`src/rtl/core/gtt_pkg.sv`:
```
// shared types and constants of the glass teletype video port
// no dependencies
`default_nettype none

package gtt_pkg;

    // screen geometry (power-of-two sizes, row ring indexed by bits)
    localparam int COL_BITS = 5;
    localparam int ROW_BITS = 4;
    localparam int COLUMNS  = 1 << COL_BITS;
    localparam int ROWS     = 1 << ROW_BITS;
    localparam int CELLS    = COLUMNS * ROWS;
    localparam int ADDR_W   = ROW_BITS + COL_BITS;

    // field widths
    localparam int CHAR_W      = 7;
    localparam int CMD_W       = 2;
    localparam int DATA_W      = 8;
    localparam int OFF_W       = 9;
    localparam int RD_W        = 8;
    localparam int CUR_OUT_W   = 5;
    localparam int S_TDATA_W   = 24;
    localparam int M_TDATA_W   = 16;

    // character codes
    localparam logic [CHAR_W-1:0] SPACE_CODE = 7'd32;
    localparam logic [CHAR_W-1:0] MARK_CODE  = 7'h7F;
    localparam logic [CHAR_W-1:0] BS_CODE    = 7'd8;
    localparam logic [CHAR_W-1:0] CR_CODE    = 7'd13;

    // fixed positions
    localparam logic [COL_BITS-1:0] COL_LAST  = COL_BITS'(COLUMNS - 1);
    localparam logic [ROW_BITS-1:0] ROW_LAST  = ROW_BITS'(ROWS - 1);
    localparam logic [ADDR_W-1:0]   CELL_LAST = ADDR_W'(CELLS - 1);
    localparam logic [ADDR_W-1:0]   MARK_ADDR = {ROW_LAST, {COL_BITS{1'b0}}};

    typedef enum logic [CMD_W-1:0] {
        CMD_WRITE = 2'd0,
        CMD_READ  = 2'd1,
        CMD_KEY   = 2'd2,
        CMD_KBD   = 2'd3
    } t_cmd;

    typedef enum logic [2:0] {
        ST_CLEAR,
        ST_IDLE,
        ST_DECODE,
        ST_FILL,
        ST_SCROLL,
        ST_MARK,
        ST_RDWAIT,
        ST_DONE
    } t_state;

    // write address source
    typedef enum logic [1:0] {
        AS_CURSOR,
        AS_COUNT,
        AS_CLEAR
    } t_asel;

    // write data source
    typedef enum logic [1:0] {
        WS_SPACE,
        WS_CHAR,
        WS_MARK,
        WS_INIT
    } t_wsel;

    typedef enum logic [1:0] {
        CUR_HOLD,
        CUR_INC,
        CUR_DEC,
        CUR_ZERO
    } t_cur_op;

    typedef enum logic [1:0] {
        CNT_HOLD,
        CNT_LOAD,
        CNT_ZERO,
        CNT_INC
    } t_cnt_op;

    typedef enum logic [1:0] {
        RES_HOLD,
        RES_ZERO,
        RES_KEY,
        RES_MEM
    } t_res_op;

    // controller to datapath
    typedef struct packed {
        logic    capture;
        logic    mem_we;
        t_asel   asel;
        t_wsel   wsel;
        logic    rd_en;
        logic    clr_inc;
        t_cur_op cur_op;
        t_cnt_op cnt_op;
        logic    top_inc;
        t_res_op res_op;
        logic    key_load;
        logic    key_clear;
        logic    out_load;
    } t_dp_cmd;

    // datapath to controller
    typedef struct packed {
        t_cmd cmd;
        logic is_bs;
        logic is_cr;
        logic is_print;
        logic cur_zero;
        logic cur_last;
        logic cnt_last;
        logic clr_last;
        logic out_free;
    } t_dp_stat;

endpackage

`default_nettype wire

```
`src/rtl/core/glass_teletype_video_and_key_latch.sv`:
```
// A key or keyboard command goes from DECODE to DONE, a memory read passes RDWAIT, and a
// plain character write passes MARK; a write that scrolls clears the new row in SCROLL first,
// and a carriage return adds the row fill in FILL before SCROLL (one cell a cycle).
// One item is in flight at a time; the next is taken in the cycle after the result loads.
// After reset a clearing pass sets up all 512 cells, one a cycle; no input is taken then.
`default_nettype none

module glass_teletype_video_and_key_latch (
    input  wire                              i_clk,
    input  wire                              i_rst_n,
    input  wire                              s_axis_tvalid,
    output logic                             s_axis_tready,
    // [7:0] data, [16:8] offset, [17] running, rest zero
    input  wire [gtt_pkg::S_TDATA_W-1:0]     s_axis_tdata,
    // [1:0] cmd
    input  wire [gtt_pkg::CMD_W-1:0]         s_axis_tuser,
    output logic                             m_axis_tvalid,
    input  wire                              m_axis_tready,
    // [7:0] read_data, [12:8] cursor_column, rest zero
    output logic [gtt_pkg::M_TDATA_W-1:0]    m_axis_tdata
);
    import gtt_pkg::*;

    t_dp_cmd  w_cmd;
    t_dp_stat w_stat;

    // sequencer
    gtt_ctrl u_ctrl (
        .i_clk      (i_clk),
        .i_rst_n    (i_rst_n),
        .i_in_valid (s_axis_tvalid),
        .o_in_ready (s_axis_tready),
        .i_stat     (w_stat),
        .o_cmd      (w_cmd)
    );

    // screen, cursor, key latch and output stage
    gtt_dp u_dp (
        .i_clk      (i_clk),
        .i_rst_n    (i_rst_n),
        .i_cmd      (w_cmd),
        .o_stat     (w_stat),
        .i_s_tdata  (s_axis_tdata),
        .i_s_tuser  (s_axis_tuser),
        .o_m_tvalid (m_axis_tvalid),
        .i_m_tready (m_axis_tready),
        .o_m_tdata  (m_axis_tdata)
    );

endmodule

`default_nettype wire

```
`src/rtl/core/gtt_ctrl.sv`:
```
// control state machine of the glass teletype video port
// depends on gtt_pkg
`default_nettype none

module gtt_ctrl (
    input  wire                i_clk,
    input  wire                i_rst_n,
    input  wire                i_in_valid,
    output logic               o_in_ready,
    input  gtt_pkg::t_dp_stat  i_stat,
    output gtt_pkg::t_dp_cmd   o_cmd
);
    import gtt_pkg::*;

    t_state r_state;
    t_state n_state;

    // state register
    always_ff @(posedge i_clk) begin
        if (!i_rst_n) begin
            r_state <= ST_CLEAR;
        end else begin
            r_state <= n_state;
        end
    end

    // next state
    always_comb begin
        n_state = r_state;
        unique case (r_state)
            ST_CLEAR: begin
                if (i_stat.clr_last) n_state = ST_IDLE;
            end
            ST_IDLE: begin
                if (i_in_valid) n_state = ST_DECODE;
            end
            ST_DECODE: begin
                unique case (i_stat.cmd)
                    CMD_WRITE: begin
                        if (i_stat.is_cr) begin
                            n_state = ST_FILL;
                        end else if (i_stat.is_print && i_stat.cur_last) begin
                            n_state = ST_SCROLL;
                        end else begin
                            n_state = ST_MARK;
                        end
                    end
                    CMD_READ: n_state = ST_RDWAIT;
                    default:  n_state = ST_DONE;
                endcase
            end
            ST_FILL: begin
                if (i_stat.cnt_last) n_state = ST_SCROLL;
            end
            ST_SCROLL: begin
                if (i_stat.cnt_last) n_state = ST_MARK;
            end
            ST_MARK:   n_state = ST_DONE;
            ST_RDWAIT: n_state = ST_DONE;
            ST_DONE: begin
                if (i_stat.out_free) n_state = ST_IDLE;
            end
            default: n_state = ST_CLEAR;
        endcase
    end

    // datapath commands
    always_comb begin
        o_cmd      = '0;
        o_in_ready = 1'b0;
        unique case (r_state)
            ST_CLEAR: begin
                o_cmd.mem_we  = 1'b1;
                o_cmd.asel    = AS_CLEAR;
                o_cmd.wsel    = WS_INIT;
                o_cmd.clr_inc = 1'b1;
            end
            ST_IDLE: begin
                o_in_ready    = 1'b1;
                o_cmd.capture = i_in_valid;
            end
            ST_DECODE: begin
                unique case (i_stat.cmd)
                    CMD_WRITE: begin
                        if (i_stat.is_bs && !i_stat.cur_zero) begin
                            // clear the old mark cell, step back
                            o_cmd.mem_we = 1'b1;
                            o_cmd.asel   = AS_CURSOR;
                            o_cmd.wsel   = WS_SPACE;
                            o_cmd.cur_op = CUR_DEC;
                        end else if (i_stat.is_cr) begin
                            o_cmd.cnt_op = CNT_LOAD;
                        end else if (i_stat.is_print) begin
                            o_cmd.mem_we = 1'b1;
                            o_cmd.asel   = AS_CURSOR;
                            o_cmd.wsel   = WS_CHAR;
                            if (i_stat.cur_last) begin
                                o_cmd.top_inc = 1'b1;
                                o_cmd.cnt_op  = CNT_ZERO;
                            end else begin
                                o_cmd.cur_op = CUR_INC;
                            end
                        end
                    end
                    CMD_READ: begin
                        o_cmd.rd_en = 1'b1;
                    end
                    CMD_KEY: begin
                        o_cmd.key_load = 1'b1;
                        o_cmd.res_op   = RES_ZERO;
                    end
                    default: begin
                        o_cmd.res_op    = RES_KEY;
                        o_cmd.key_clear = 1'b1;
                    end
                endcase
            end
            ST_FILL: begin
                // blank the rest of the bottom row before it scrolls
                o_cmd.mem_we = 1'b1;
                o_cmd.asel   = AS_COUNT;
                o_cmd.wsel   = WS_SPACE;
                if (i_stat.cnt_last) begin
                    o_cmd.top_inc = 1'b1;
                    o_cmd.cnt_op  = CNT_ZERO;
                end else begin
                    o_cmd.cnt_op = CNT_INC;
                end
            end
            ST_SCROLL: begin
                // clear the new bottom row
                o_cmd.mem_we = 1'b1;
                o_cmd.asel   = AS_COUNT;
                o_cmd.wsel   = WS_SPACE;
                if (i_stat.cnt_last) begin
                    o_cmd.cur_op = CUR_ZERO;
                end else begin
                    o_cmd.cnt_op = CNT_INC;
                end
            end
            ST_MARK: begin
                o_cmd.mem_we = 1'b1;
                o_cmd.asel   = AS_CURSOR;
                o_cmd.wsel   = WS_MARK;
                o_cmd.res_op = RES_ZERO;
            end
            ST_RDWAIT: begin
                o_cmd.res_op = RES_MEM;
            end
            ST_DONE: begin
                o_cmd.out_load = i_stat.out_free;
            end
            default: begin
                o_cmd = '0;
            end
        endcase
    end

endmodule

`default_nettype wire

```
`src/rtl/core/gtt_dp.sv`:
```
// datapath of the glass teletype video port: screen memory, cursor,
// row ring base, key latch and output register; depends on gtt_pkg
`default_nettype none

module gtt_dp (
    input  wire                             i_clk,
    input  wire                             i_rst_n,
    input  gtt_pkg::t_dp_cmd                i_cmd,
    output gtt_pkg::t_dp_stat               o_stat,
    input  wire [gtt_pkg::S_TDATA_W-1:0]    i_s_tdata,
    input  wire [gtt_pkg::CMD_W-1:0]        i_s_tuser,
    output logic                            o_m_tvalid,
    input  wire                             i_m_tready,
    output logic [gtt_pkg::M_TDATA_W-1:0]   o_m_tdata
);
    import gtt_pkg::*;

    // captured transaction
    t_cmd              r_cmd;
    logic [DATA_W-1:0] r_data;
    logic [OFF_W-1:0]  r_offset;
    logic              r_running;

    // screen and control state
    logic [CHAR_W-1:0]   r_mem [CELLS];
    logic [CHAR_W-1:0]   r_mem_q;
    logic [COL_BITS-1:0] r_cursor;
    logic [COL_BITS-1:0] r_count;
    logic [ROW_BITS-1:0] r_top;
    logic [ADDR_W-1:0]   r_clr_ptr;
    logic [DATA_W-1:0]   r_key;
    logic [RD_W-1:0]     r_res;

    // output register
    logic                 r_m_valid;
    logic [RD_W-1:0]      r_out_data;
    logic [CUR_OUT_W-1:0] r_out_cur;

    logic [CHAR_W-1:0]   w_char;
    logic [ROW_BITS-1:0] w_bot_row;
    logic [ADDR_W-1:0]   w_ofs;
    logic [ADDR_W-1:0]   w_rd_addr;
    logic [ADDR_W-1:0]   n_wr_addr;
    logic [CHAR_W-1:0]   n_wr_data;
    logic                w_in_range;

    assign w_char     = r_data[CHAR_W-1:0];
    assign w_bot_row  = r_top + ROW_LAST;
    assign w_ofs      = ADDR_W'(r_offset);
    assign w_rd_addr  = {w_ofs[ADDR_W-1:COL_BITS] + r_top, w_ofs[COL_BITS-1:0]};
    assign w_in_range = 32'(r_offset) < CELLS;

    // capture the accepted transaction
    always_ff @(posedge i_clk) begin
        if (i_cmd.capture) begin
            r_cmd     <= t_cmd'(i_s_tuser);
            r_data    <= i_s_tdata[DATA_W-1:0];
            r_offset  <= i_s_tdata[DATA_W +: OFF_W];
            r_running <= i_s_tdata[DATA_W + OFF_W];
        end
    end

    // write address select
    always_comb begin
        case (i_cmd.asel)
            AS_CURSOR: n_wr_addr = {w_bot_row, r_cursor};
            AS_COUNT:  n_wr_addr = {w_bot_row, r_count};
            default:   n_wr_addr = r_clr_ptr;
        endcase
    end

    // write data select
    always_comb begin
        case (i_cmd.wsel)
            WS_SPACE: n_wr_data = SPACE_CODE;
            WS_CHAR:  n_wr_data = w_char;
            WS_MARK:  n_wr_data = MARK_CODE;
            default:  n_wr_data = (r_clr_ptr == MARK_ADDR) ? MARK_CODE : SPACE_CODE;
        endcase
    end

    // screen memory, one write and one registered read port
    always_ff @(posedge i_clk) begin
        if (i_cmd.mem_we) begin
            r_mem[n_wr_addr] <= n_wr_data;
        end
        if (i_cmd.rd_en) begin
            r_mem_q <= r_mem[w_rd_addr];
        end
    end

    // cursor column
    always_ff @(posedge i_clk) begin
        if (!i_rst_n) begin
            r_cursor <= '0;
        end else begin
            case (i_cmd.cur_op)
                CUR_INC:  r_cursor <= r_cursor + 1'b1;
                CUR_DEC:  r_cursor <= r_cursor - 1'b1;
                CUR_ZERO: r_cursor <= '0;
                default:  r_cursor <= r_cursor;
            endcase
        end
    end

    // column sweep counter
    always_ff @(posedge i_clk) begin
        case (i_cmd.cnt_op)
            CNT_LOAD: r_count <= r_cursor;
            CNT_ZERO: r_count <= '0;
            CNT_INC:  r_count <= r_count + 1'b1;
            default:  r_count <= r_count;
        endcase
    end

    // ring base row and post-reset clear pointer
    always_ff @(posedge i_clk) begin
        if (!i_rst_n) begin
            r_top     <= '0;
            r_clr_ptr <= '0;
        end else begin
            if (i_cmd.top_inc) r_top <= r_top + 1'b1;
            if (i_cmd.clr_inc) r_clr_ptr <= r_clr_ptr + 1'b1;
        end
    end

    // key latch
    always_ff @(posedge i_clk) begin
        if (!i_rst_n) begin
            r_key <= '0;
        end else if (i_cmd.key_load && (r_data != '0) && r_running) begin
            r_key <= r_data;
        end else if (i_cmd.key_clear) begin
            r_key <= '0;
        end
    end

    // result value
    always_ff @(posedge i_clk) begin
        case (i_cmd.res_op)
            RES_ZERO: r_res <= '0;
            RES_KEY:  r_res <= RD_W'(r_key);
            RES_MEM:  r_res <= w_in_range ? RD_W'(r_mem_q) : '0;
            default:  r_res <= r_res;
        endcase
    end

    // output register
    always_ff @(posedge i_clk) begin
        if (!i_rst_n) begin
            r_m_valid <= 1'b0;
        end else if (i_cmd.out_load) begin
            r_m_valid <= 1'b1;
        end else if (i_m_tready) begin
            r_m_valid <= 1'b0;
        end
    end

    always_ff @(posedge i_clk) begin
        if (i_cmd.out_load) begin
            r_out_data <= r_res;
            r_out_cur  <= CUR_OUT_W'(r_cursor);
        end
    end

    assign o_m_tvalid = r_m_valid;
    assign o_m_tdata  = M_TDATA_W'({r_out_cur, r_out_data});

    // status back to the controller
    always_comb begin
        o_stat.cmd      = r_cmd;
        o_stat.is_bs    = (w_char == BS_CODE);
        o_stat.is_cr    = (w_char == CR_CODE);
        o_stat.is_print = (w_char >= SPACE_CODE);
        o_stat.cur_zero = (r_cursor == '0);
        o_stat.cur_last = (r_cursor == COL_LAST);
        o_stat.cnt_last = (r_count == COL_LAST);
        o_stat.clr_last = (r_clr_ptr == CELL_LAST);
        o_stat.out_free = !r_m_valid || i_m_tready;
    end

endmodule

`default_nettype wire

```
`config.mk`:
```
export PLATFORM = sky130hd
export DESIGN_NAME = glass_teletype_video_and_key_latch
export DESIGN_NICKNAME = d
export VERILOG_FILES = /design/src/rtl/core/gtt_pkg.sv /design/src/rtl/core/glass_teletype_video_and_key_latch.sv /design/src/rtl/core/gtt_ctrl.sv /design/src/rtl/core/gtt_dp.sv
export SDC_FILE = /design/constraint.sdc
export NUM_CORES = 2
export LEC_CHECK = 0
export ABC_AREA = 1
export BUFFER_PORTS_ARGS = -buffer_cell sky130_fd_sc_hd__buf_2
export CAP_MARGIN = 10
export CORE_UTILIZATION = 50
export CTS_CLUSTER_DIAMETER = 100
export DETAILED_ROUTE_END_ITERATION = 7
export GPL_ROUTABILITY_DRIVEN = 0
export PLACE_DENSITY_LB_ADDON = 0.1
export SLEW_MARGIN = 40
export SYNTH_ARGS = -nofsm -noshare
export SYNTH_HDL_FRONTEND = slang
export SYNTH_SLANG_ARGS = --single-unit
```
`constraint.sdc`:
```
create_clock -name i_clk -period 64.4 [get_ports i_clk]
set_clock_uncertainty 0.1 [all_clocks]
set_input_delay 12.88 -clock i_clk [delete_from_list [all_inputs] [get_ports i_clk]]
set_output_delay 12.88 -clock i_clk [all_outputs]
set_load 0.01 [all_outputs]
```
# [Yosys cells after proc, flatten, opt, wreduce, memory -nomap -nowiden]
# Memory sizes are Yosys's and may differ from the RTL's. A register that Yosys moved wholly into a read port is not among the register bits.
# Cells that the tools add are included.
[op_classes] order_cmp=1 add_sub_neg=7 reduce_logical=23 muxes=53 n_eq_ne=32
[ops] operator="5-bit case mux with 3 select lines" n=2
[ops] operator="5-bit 2-to-1 mux" n=5
[ops] operator="3-bit 2-to-1 mux" n=8
[ops] operator="8-bit case mux with 3 select lines" n=1
[ops] operator="3-bit case mux with 7 select lines" n=1
[ops] operator="7-bit case mux with 3 select lines" n=1
[ops] operator="5-bit case mux with 4 select lines" n=1
[ops] operator="9-bit equality test, second input constant" n=2
[ops] operator="9-bit case mux with 2 select lines" n=1
[ops] operator="1-bit 2-to-1 mux" n=17
[ops] operator="2-bit equality test, second input constant" n=8
[ops] operator="8-bit 2-to-1 mux" n=2
[ops] operator="7-bit by 4-bit equality test with 1-bit output, second input constant" n=2
[ops] operator="2-bit by 1-bit equality test with 1-bit output, second input constant" n=6
[ops] operator="3-bit equality test, second input constant" n=4
[ops] operator="2-bit 2-to-1 mux" n=6
[ops] operator="2-bit case mux with 3 select lines" n=2
[ops] operator="5-bit by 1-bit adder with 5-bit output, second input constant" n=2
[ops] operator="5-bit equality test, second input constant" n=2
[ops] operator="9-bit by 1-bit adder with 9-bit output, second input constant" n=1
[ops] operator="3-bit nonzero test" n=3
[ops] operator="2-bit by 1-bit inequality test with 1-bit output, second input constant" n=4
[ops] operator="2-bit case mux with 2 select lines" n=2
[ops] operator="8-bit nonzero test" n=1
[ops] operator="22 further kinds" n=32
[totals] reg_bits=76 memories=1 elab_cells=131 ram_bits=3584 in_bits=30
[mem_list] name="u_dp.r_mem" depth=512 width=7 rd=1 rd_clocked_by_memory_dff=1 wr=1 line="gtt_dp.sv:25" source="logic [CHAR_W-1:0] r_mem [CELLS];"

# [Depth between registers and ports, before layout]
[logic_depth] ltp_word=9 ltp_mapped=14

# [Hierarchy]
# Synthesis repeated with hierarchy kept, for this count alone.
[hier_totals] cells_unflattened=12665 area_unflattened_um2=149246.9
[by_module_without_submodules] mod="gtt_dp" seq_area_each_um2=109755.3 cells_each=12564 area_per_inst_um2=148758.9 n_inst=1
[by_module_without_submodules] mod="gtt_ctrl" seq_area_each_um2=60.1 cells_each=101 area_per_inst_um2=488.0 n_inst=1

# [Least setup slack after synthesis]
# OpenSTA, ideal clock, no wires.
[synth_path] kind="register -> register" from="register u_ctrl.r_state[1]" to="memory u_dp.r_mem[0][2], data pin" arrival_time_ns=20.899 path_stages_with_launch=9 setup_slack_ns=39.233 t_required_ns=60.131 n_path_buf=0 setup_ns=4.169 path_cell_list="dfxtp_1 > inv_1 > nor2_4 > inv_2 > nor2_2 > inv_2 > nor2_4 > inv_2 > o21ai_0"
[synth_between] elab_chain_cells=5 word_cells_on_any_way=11 cone_classes="eq/ne: 6; mux: 2; reduce/logical: 3"
[synth_lines] item="from (decl)" line="gtt_ctrl.sv:15" source="t_state r_state;"
[synth_lines] item="from (signal assigned)" line="gtt_ctrl.sv:23" source="r_state <= n_state;"
[synth_lines] item="3-bit equality test or 3-bit by 2-bit equality test with 1-bit output (tied branches)" line="gtt_ctrl.sv:71" source="unique case (r_state)"
[synth_lines] item="2-bit OR reduction (no source line)"
[synth_lines] item="5-bit case mux with 4 select lines (*)" line="gtt_ctrl.sv:71"
[synth_lines] item="2-bit equality test (tied with other cells)" line="gtt_dp.sv:74" source="case (i_cmd.wsel)"
[synth_lines] item="7-bit case mux with 3 select lines (*)" line="gtt_dp.sv:74"
[synth_lines] item="net u_dp.n_wr_data[2]" line="gtt_dp.sv:44" source="logic [CHAR_W-1:0] n_wr_data;"
[synth_lines] item="to (decl)" line="gtt_dp.sv:25"
# The timed path passes the listed nets; every way through them passes the cells marked *.

# [Worst setup path in the final report]
[layout_path] from="register u_ctrl.r_state[2]" to="output port s_axis_tready"
[layout_between] elab_chain_cells=2
[layout_lines] item="3-bit by 1-bit equality test with 1-bit output" line="gtt_ctrl.sv:71"
[layout_lines] item="1-bit 2-to-1 mux" line="gtt_ctrl.sv:71"
[layout_lines] item="to (decl)" line="glass_teletype_video_and_key_latch.sv:12" source="output logic s_axis_tready,"
# No other way between the ends.

==> results by group <==
GRT
  • Largest net degree at the start of global routing: 198
  • Number of global-route vias before repair: 91.9k
  • Global route total overflow: 0
  • Initial antenna violation count: 16
  • Total Routing Usage GR: 26.9%
  • First-pass GRT wire length: 603,000 um

Outcome
  • Failing checks: design-rule violations
  • Status: finished with violations

Synthesis
  • Register area share after synthesis: 73.7%
  • Synth area leaders: edfxtp_1, nand3_1, nand2_1
  • Post-synth EDFFs: 3,637
  • Post-synthesis mux area share: 0%
  • Cell area after synthesis: 0.149 mm^2
  • Complex-gate fraction of the synthesized area: 0.333%
  • Largest family of logic cells by synthesized area: simple AND/OR/NAND/NOR gates
  • Yosys Warn Count: 0
  • Async S/R FF share, synth: 0%
  • Adder-cell share of the synthesized area: 0.136%
  • Syn Area/Cell: 11.8 um^2
  • Syn Inst Count: 12.6k
  • Synth area leader: edfxtp_1
  • Predominant post-synthesis flop cell: edfxtp_1
  • Post-synthesis simple-gate area fraction: 23.0%
  • Synth Area in XOR/XNOR: 0.0646%
  • Yosys reg bits: 3,667
  • Library cells used by synthesis: 45
  • Post-synth top area share: 73.3%

STA
  • Minimum clock period: 14.92 ns
  • Final Hold Viols: 0
  • Final Max Tran Viols: 0
  • Max Freq: 67.0 MHz
  • RSZ-0062 raised after global routing: false
  • Final setup violation count: 0
  • Tcrit/Tclk final: 23.2%
  • Slew HR: 36.3%
  • Setup TNS: 0 ns
  • Slew @ Worst Pin: 0.956 ns

Drt
  • Pre-antenna DRT Iters: 8
  • Via count of the routed design: 96.7k
  • Drc violations: 1
  • Drt wl/cell: 24.7 um
  • Post-route ant nets: 0
  • WL final: 409,000 um
  • Drt via density: 5.83
  • Initial drt markers: 10.8k

Clock tree
  • # clock sinks: 3,667
  • Post-CTS sizing: 0
  • Clock Latency Late Sink: 0.95 ns
  • Setup bufs post-CTS: 0
  • H-tree levels: 5
  • Hold buffer count at cts: 0
  • Clock transition at path regs: 0.06 ns
  • TritonCTS clock tree: done
  • Clock Path Buffers: 4
  • Cts bufs inserted: 378
  • Clock Tree Root: clkbuf_16

Critical path
  • CP arrival: 1.94 ns
  • CP Class: reg2out
  • Critical Path Fanout Max: 15
  • CP endpoint kind: output port
  • CP required: 51.42 ns
  • Crit path launch type: flop

Floorplanning
  • Die area: 0.300 mm^2
  • I/O pin cnt: 48
  • Die W: 548 um
  • Initial Util: 50.2%
  • Core area: 0.297 mm^2
  • Chip height: 548 um
  • Rows: 200

Power
  • PD cells: 28.6 mW/mm^2
  • Peak VDD IR: 0.0206 mV
  • Leakage power: 56.8 nW

Final layout
  • Final std cells w/o fill: 16.6k
  • Fraction of layout cells with a size suffix above 1: 6.29%
  • Fin nets: 12.4k
  • Finished Cell Area: 0.165 mm^2
  • Area grow syn2layout: 10.4%
  • FILL cells: 24.5k

Place
  • Number of port buffers: 38
  • Post-DP HPWL: 224,000 um
  • Placed cell count: 15.9k
  • Area post-placement: 0.152 mm^2

Flow run
  • Max-cap viol count: 0

Hold path
  • Worst hold path type: reg2reg
## worst paths after layout
path                                         from                 end  slack (ns)  cells after the start
worst max-delay path            u_ctrl.r_state[2]       s_axis_tready       49.48                      2
worst min-delay path                u_dp.r_res[1]  u_dp.r_out_data[1]        0.32                      0
worst max register to register   u_dp.r_offset[0]     u_dp.r_mem_q[1]       57.62                     17
worst min register to register      u_dp.r_res[1]  u_dp.r_out_data[1]        0.32                      0
## stage by stage
| step | util (%) | worst slack, ns | hold slack [ns] | power (mW) |
|---|---|---|---|---|
| 2_1_floorplan | - | 39.23 | 0.300 | 2.64 |
| 3_3_place_gp | 51.2 | 50.11 | 0.305 | 2.65 |
| 3_5_place_dp | 51.3 | 50.10 | 0.305 | 2.65 |
| 4_1_cts | 55.3 | 49.42 | 0.317 | 4.74 |
| 5_1_grt | 55.4 | 49.40 | 0.319 | 4.82 |
| 6_report | 55.5 | 49.48 | 0.316 | 4.71 |
## power by group
group	internal (mW)	leakage (nW)	total, mW	switching [mW]
registers	2.58	31.6	2.58	0.000338
logic	0.00195	19.4	0.0173	0.0153
clock network	1.20	5.78	2.11	0.912
total	3.78	56.8	4.71	0.928
## kinds of logic after synthesis
group,count (synthesis)
buffers and inverters,963
AND/OR/NAND/NOR,7889
adder cells (fa/ha/maj),15
AO/OA/AOI/OAI,81
XOR/XNOR,11
flip-flops,3667
other,1
## sequential cells by signal, indices dropped and copies added (netlist names)
signal and count:
u_ctrl.r_state 3, u_dp.o_m_tvalid 1, u_dp.r_clr_ptr 9, u_dp.r_cmd 2, u_dp.r_count 5, u_dp.r_cursor 5
u_dp.r_data 8, u_dp.r_key 8, u_dp.r_mem 3584, u_dp.r_mem_q 7, u_dp.r_offset 9, u_dp.r_out_cur 5
u_dp.r_out_data 8, u_dp.r_res 8, u_dp.r_running 1, u_dp.r_top 4
## worst max-delay path, cell delays in order, from the launching register on
cell     delay, ns
dfxtp_1       0.71
nor2_1        0.14
buf_2         0.17
## layout by cell type (no fill, tap or decap), types with 8 or more instances in the layout
| cell type | netlist | final |
|---|---|---|
| nand3_1 | 3587 | 3587 |
| edfxtp_1 | 3637 | 3637 |
| buf_16 | 0 | 21 |
| nand2_1 | 3682 | 3672 |
| inv_2 | 15 | 13 |
| clkbuf_1 | 483 | 81 |
| nor2_1 | 576 | 573 |
| o22ai_1 | 11 | 11 |
| buf_12 | 0 | 29 |
| diode_2 | 0 | 10 |
| ha_1 | 13 | 12 |
| buf_4 | 3 | 86 |
| clkinv_1 | 2 | 96 |
| dfxtp_1 | 30 | 30 |
| inv_1 | 69 | 67 |
| bufinv_16 | 0 | 26 |
| clkbuf_16 | 0 | 383 |
| buf_2 | 225 | 38 |
| o21ai_0 | 28 | 21 |
| nand2_4 | 10 | 13 |
| a21oi_1 | 21 | 21 |
| buf_6 | 32 | 33 |
| nand2_2 | 5 | 8 |
| clkinv_2 | 0 | 74 |
| inv_6 | 0 | 9 |
## metal layers
layer | track usage (%) | share of wire [%] | up-vias
met5 | 0 | 0 | -
met4 | 8.40 | 3.0 | 0
met3 | 3.76 | 7.9 | 629
met2 | 42.5 | 47 | 3950
met1 | 38.8 | 42 | 47800
li1 | - | - | 44300
## cells in the mapped netlist, drive strengths merged, types with 3 or more instances
library cell	number
xnor2	5
nand2	3697
nor3	9
edfxtp	3637
clkbuf	483
o21ai	31
buf	394
nand3	3588
xor2	6
inv	84
o211ai	3
o21a	5
a21oi	22
nand4	4
dfxtp	30
nor2	587
ha	13
o22ai	11
## area by class of cell
class                      instances  area (um^2)  area share [%]
inverter                          86          355           0.216
clock buffer                     464         9890            6.01
antenna                           10         25.0          0.0152
multi-input combinational       7999        35300            21.5
tap                             3939         4930            2.99
clock inverter                   224         1880            1.14
sequential                      3667       110000            66.7
timing repair buffer             207         2370            1.44
Power figures use the tool's default switching activity.
